<file path="src/hdl/spcd_pkg.sv">
// Shared types and constants of the shape pair collision detector.
`timescale 1ns / 1ps

package spcd_pkg;

   // Width of the slot index fields on the result channel.
   localparam int IDX_W = 6;

   // Pair kind codes, in test priority order.
   localparam logic [1:0] KIND_CIRCLE_CIRCLE = 2'd0;
   localparam logic [1:0] KIND_BOX_BOX       = 2'd1;
   localparam logic [1:0] KIND_BOX_CIRCLE    = 2'd2;
   localparam logic [1:0] KIND_CIRCLE_BOX    = 2'd3;

   // One stored entity, as it sits in the entity table.
   typedef struct packed {
      logic               has_box;
      logic               has_circle;
      logic signed [15:0] x_pos;
      logic signed [15:0] y_pos;
      logic        [11:0] box_width;
      logic        [11:0] box_height;
      logic signed [11:0] circle_dx;
      logic signed [11:0] circle_dy;
      logic        [11:0] radius;
   } entity_type;

   // Commands from the controller to the datapath.
   typedef struct packed {
      logic             load;
      logic             drop;
      logic             rd_en;
      logic [IDX_W-1:0] rd_addr;
      logic [IDX_W-1:0] slot;
      logic             finish;
   } cmd_type;

   // Status from the datapath to the controller.
   typedef struct packed {
      logic pipe_empty;
   } status_type;

endpackage

</file>
<file path="src/hdl/spcd_ctrl.sv">
// Controller of the shape pair collision detector: entity count and scan sequencing.
`timescale 1ns / 1ps

module spcd_ctrl
   import spcd_pkg::*;
#(
   parameter int MAX_ENTITIES = 64
) (
   input  logic       clock,
   input  logic       reset,
   input  logic       start,
   input  logic       req_frame_start,
   output logic       busy,
   output cmd_type    cmd,
   input  status_type status
);

   localparam int AW = $clog2(MAX_ENTITIES);
   localparam int CW = $clog2(MAX_ENTITIES + 1);

   localparam logic [1:0] ST_IDLE = 2'd0;
   localparam logic [1:0] ST_SCAN = 2'd1;
   localparam logic [1:0] ST_WAIT = 2'd2;

   logic [1:0]    state_ff, state_in;
   logic [CW-1:0] count_ff, count_in;
   logic [AW-1:0] k_ff, k_in;
   logic [AW-1:0] slot_ff, slot_in;

   logic          accept;
   logic          full;
   logic [CW-1:0] eff_count;

   assign busy      = (state_ff != ST_IDLE);
   assign accept    = start && (state_ff == ST_IDLE);
   assign eff_count = req_frame_start ? '0 : count_ff;
   assign full      = (eff_count >= CW'(MAX_ENTITIES));

   always_comb begin
      state_in    = state_ff;
      count_in    = count_ff;
      k_in        = k_ff;
      slot_in     = slot_ff;
      cmd         = '0;
      cmd.rd_addr = IDX_W'(k_ff);
      cmd.slot    = IDX_W'(eff_count[AW-1:0]);
      unique case (state_ff)
         ST_IDLE: begin
            if (accept) begin
               if (full) begin
                  cmd.drop = 1'b1;
               end else begin
                  cmd.load = 1'b1;
                  count_in = CW'(eff_count + 1'b1);
                  slot_in  = eff_count[AW-1:0];
                  k_in     = '0;
                  state_in = (eff_count == '0) ? ST_WAIT : ST_SCAN;
               end
            end
         end
         ST_SCAN: begin
            cmd.rd_en = 1'b1;
            if (k_ff == AW'(slot_ff - 1'b1)) begin
               state_in = ST_WAIT;
            end else begin
               k_in = AW'(k_ff + 1'b1);
            end
         end
         ST_WAIT: begin
            if (status.pipe_empty) begin
               cmd.finish = 1'b1;
               state_in   = ST_IDLE;
            end
         end
         default: begin
            state_in = ST_IDLE;
         end
      endcase
   end

   always_ff @(posedge clock) begin
      if (reset) begin
         state_ff <= ST_IDLE;
         count_ff <= '0;
         k_ff     <= '0;
         slot_ff  <= '0;
      end else begin
         state_ff <= state_in;
         count_ff <= count_in;
         k_ff     <= k_in;
         slot_ff  <= slot_in;
      end
   end

`ifndef SYNTHESIS
   // A dropped entity leaves the table and the controller untouched.
   assert property (@(posedge clock) disable iff (reset)
      (accept && full) |=> (state_ff == ST_IDLE) && (count_ff == $past(count_ff)))
      else $error("dropped entity changed controller state");

   // The table never holds more entities than it has slots.
   assert property (@(posedge clock) disable iff (reset)
      count_ff <= CW'(MAX_ENTITIES))
      else $error("entity count beyond table depth");

   // The scan only reads slots below the new entity's slot.
   assert property (@(posedge clock) disable iff (reset)
      (state_ff == ST_SCAN) |-> (k_ff < slot_ff))
      else $error("scan read at or past the new slot");

   // A stored entity always raises busy in the cycle after it is accepted.
   assert property (@(posedge clock) disable iff (reset)
      (accept && !full) |=> busy)
      else $error("stored entity did not raise busy");
`endif

endmodule

</file>
<file path="config.mk">
export PLATFORM = sky130hd
export DESIGN_NAME = spcd_ctrl
export DESIGN_NICKNAME = d
export VERILOG_FILES = /design/src/hdl/spcd_pkg.sv /design/src/hdl/spcd_ctrl.sv
export SDC_FILE = /design/constraint.sdc
export NUM_CORES = 1
export LEC_CHECK = 0
export ABC_AREA = 1
export BUFFER_PORTS_ARGS = -buffer_cell sky130_fd_sc_hd__buf_2
export CORE_MARGIN = 4
export CORE_UTILIZATION = 42
export CTS_CLUSTER_DIAMETER = 80
export DETAILED_ROUTE_END_ITERATION = 7
export HOLD_SLACK_MARGIN = 0.03
export PLACE_DENSITY_LB_ADDON = 0.2
export SLEW_MARGIN = 20
export SYNTH_ARGS = -nofsm -noshare
export SYNTH_HDL_FRONTEND = slang
export SYNTH_SLANG_ARGS = --single-unit
</file>
<file path="constraint.sdc">
create_clock -name clock -period 1.8 [get_ports clock]
set_input_delay 0.09 -clock clock [delete_from_list [all_inputs] [get_ports clock]]
set_output_delay 0.09 -clock clock [all_outputs]
set_load 0.05 [all_outputs]
</file>
==> reports/results.txt <==
Worst-Skew Late Latency: 0.32 ns
DR WL/cell: 11.21 um
Crit Path Category: register to primary output
Unique masters post-synth: 34
Final Slew Violations: 0
Starting Density: 0.4390
Final Cycle Share: 0.9266
Overall power: 0.001224 W
CP max FO: 10
Die X: 64.72 um
Ant. Diodes: 0
CP Data Arrival Time: 1.58 ns
Die Area: 4189 um^2
Setup TNS: 0 ns
Detailed Place HPWL: 2301 um
CP top delay family: buffers and inverters
Maxcap violations: 0
CTS tree: built
CP bufs+invs: 3
Final setup margin: 0.1321 ns
Yosys warns: 0
CTS buffer count: 3
Post-synthesis sequential area ratio: 0.3111
Fin. Hold Viols: 0
Root Driver: clkbuf_4
Vias/cell: 4.676
Worst hold path class: primary input to register
Cts hold-fix bufs: 0
Critical path startpoint category: register
Clk_skew: 0.01853 ns
Number of global-route vias before repair: 1,113
Slew @ Worst Pin: 0.3766 ns
Main area contributors after synthesis: dfxtp_1, nand2_1, inv_1
Core area: 3078 um^2
Die Ht: 64.72 um
FMAX: 599.6 MHz
Worst path required time: 1.71 ns
1st-iter DRT viols: 90
ANT nets after route: 0
Routed Wire Length: 2936 um
Routed vias: 1,225
Overflow after GRT: 0
Peak supply drop: 0.0003294 V
Min Tclk post-route: 1.668 ns
NumNets Final: 228
Largest net degree at the start of global routing: 20
Lkg Pwr: 0.7028 nW
Status: finished clean
Synth Instances: 193
Number of remaining DRC errors: 0
RSZ-0062 raised after global routing: no
Delay of the slowest cell on the worst path: 0.35 ns
RePlAce Congestion: 0.8317
I/O pin total: 22
Rows: 20
IO Port Bufs: 21
Post-synth top area share: 0.3111
Area growth from synthesis to layout: 14.72%
Layout cell share with drive strength beyond 1: 0.2890
First-pass GRT wire length: 5043 um
Synth Net Count: 202
Clock buffer depth: 2
Pre-antenna DRT Iters: 4
Critical-path cell list: inv_2, nand2_2, nor3_4, buf_4, buf_2
GRT Total Usage: 0.1525
Synth area leader: dfxtp_1
Dpl ws: 0.1253 ns
CP endpoint kind: primary output
Yosys reg bits: 21
Initial antenna violation count: 0
CP max-delay cell: dfxtp_1
TritonCTS Sinks: 21
Utilization after layout: 0.5037
Syn Area/Cell: 7.002 um^2
Worst-path clk slew: 0.14 ns
H-tree depth: 1
Max_slew headroom: 0.7487
Setup violators final: 0
Power density over the cells: 789.6 nW/um^2
Synth Cell Area: 1351 um^2
Final Hold Slack: 0.09286 ns
==> timing repair <==
action / 4_1_cts / 5_1_grt
endpoints found under the setup margin: 0 / 8
setup buffers: 0 / 1
gates resized for setup: 0 / 2
==> kinds of logic (layout without fill, tap and decap cells) <==
logic type / after synthesis / in the layout / share of synthesized area
flip-flops: 21 / 21 / 0.3111
AO/OA/AOI/OAI: 27 / 27 / 0.1287
buffers and inverters: 34 / 59 / 0.1083
XOR/XNOR: 10 / 10 / 0.06482
AND/OR/NAND/NOR: 97 / 97 / 0.3500
adder cells (fa/ha/maj): 4 / 4 / 0.03704
==> flip-flops by register name (all words and copies together), names as in the netlist <==
name / flops
state_ff: 2
k_ff: 6
count_ff: 7
slot_ff: 6
==> placed cells by master (no fill, tap or decap), drive strengths merged <==
cell type / netlist / layout
a31oi: 1 / 1
and3: 1 / 1
o31ai: 1 / 1
dfxtp: 21 / 21
nand3b: 2 / 2
a211oi: 1 / 1
a21oi: 13 / 13
o22ai: 1 / 1
clkbuf: 1 / 3
nand3: 12 / 12
nor3b: 1 / 1
buf: 3 / 25
clkinvlp: 0 / 1
nor2: 26 / 26
o32ai: 1 / 1
nand4: 1 / 1
xnor2: 7 / 7
inv: 30 / 30
nor3: 7 / 7
nand2: 47 / 47
o21ai: 9 / 9
xor2: 3 / 3
ha: 4 / 4
==> Yosys cell counts, drive strengths merged <==
master,instances
nand2,47
inv,30
nor2,26
dfxtp,21
a21oi,13
nand3,12
o21ai,9
nor3,7
xnor2,7
ha,4
buf,3
xor2,3
nand3b,2
a211oi,1
a31oi,1
and3,1
clkbuf,1
nand4,1
nor3b,1
o22ai,1
o31ai,1
o32ai,1
==> cell type report <==
cell class / count / area (um^2)
Clock buffer: 3 / 22.52
Clock inverter: 1 / 7.507
Fill cell: 327 / 1528
Inverter: 30 / 115.1
Multi-Input combinational cell: 138 / 792.0
Sequential cell: 21 / 422.9
Tap cell: 44 / 55.05
Timing Repair Buffer: 25 / 135.1
==> path summary, 6_finish.rpt <==
path / from / end / slack, ns / depth (start not counted)
hold / removal: reset / k_ff[5] / 0.09 / 2
hold reg to reg: count_ff[0] / count_ff[0] / 0.49 / 2
setup reg to reg: slot_ff[1] / k_ff[1] / 0.17 / 11
setup / recovery: state_ff[0] / cmd[15] / 0.13 / 5
==> layer usage <==
layer | wire [um] | part of all wire | GRT usage
met1 | 1456 | 0.50 | 0.2185
met2 | 1326 | 0.45 | 0.2312
met3 | 124 | 0.042 | 0.02080
met4 | 29 | 0.0099 | 0.05541
met5 | 0 | 0 | 0
==> where the power goes <==
| part | switching (W) | internal (W) | total (W) |
|---|---|---|---|
| registers | 0.0000344 | 0.000500 | 0.000534 |
| logic | 0.000309 | 0.000140 | 0.000448 |
| clock network | 0.000157 | 0.0000850 | 0.000241 |
| total | 0.000500 | 0.000724 | 0.00122 |
==> per-stage QoR <==
| stage | std cells | area, um^2 |
|---|---|---|
| 4_1_cts | 261 | 1540 |
| 2_1_floorplan | 193 | 1359 |
| 3_5_place_dp | 257 | 1510 |
| 6_report | 262 | 1550 |
| 3_3_place_gp | 257 | 1510 |
| 5_1_grt | 262 | 1550 |
Power figures use the tool's default switching activity.
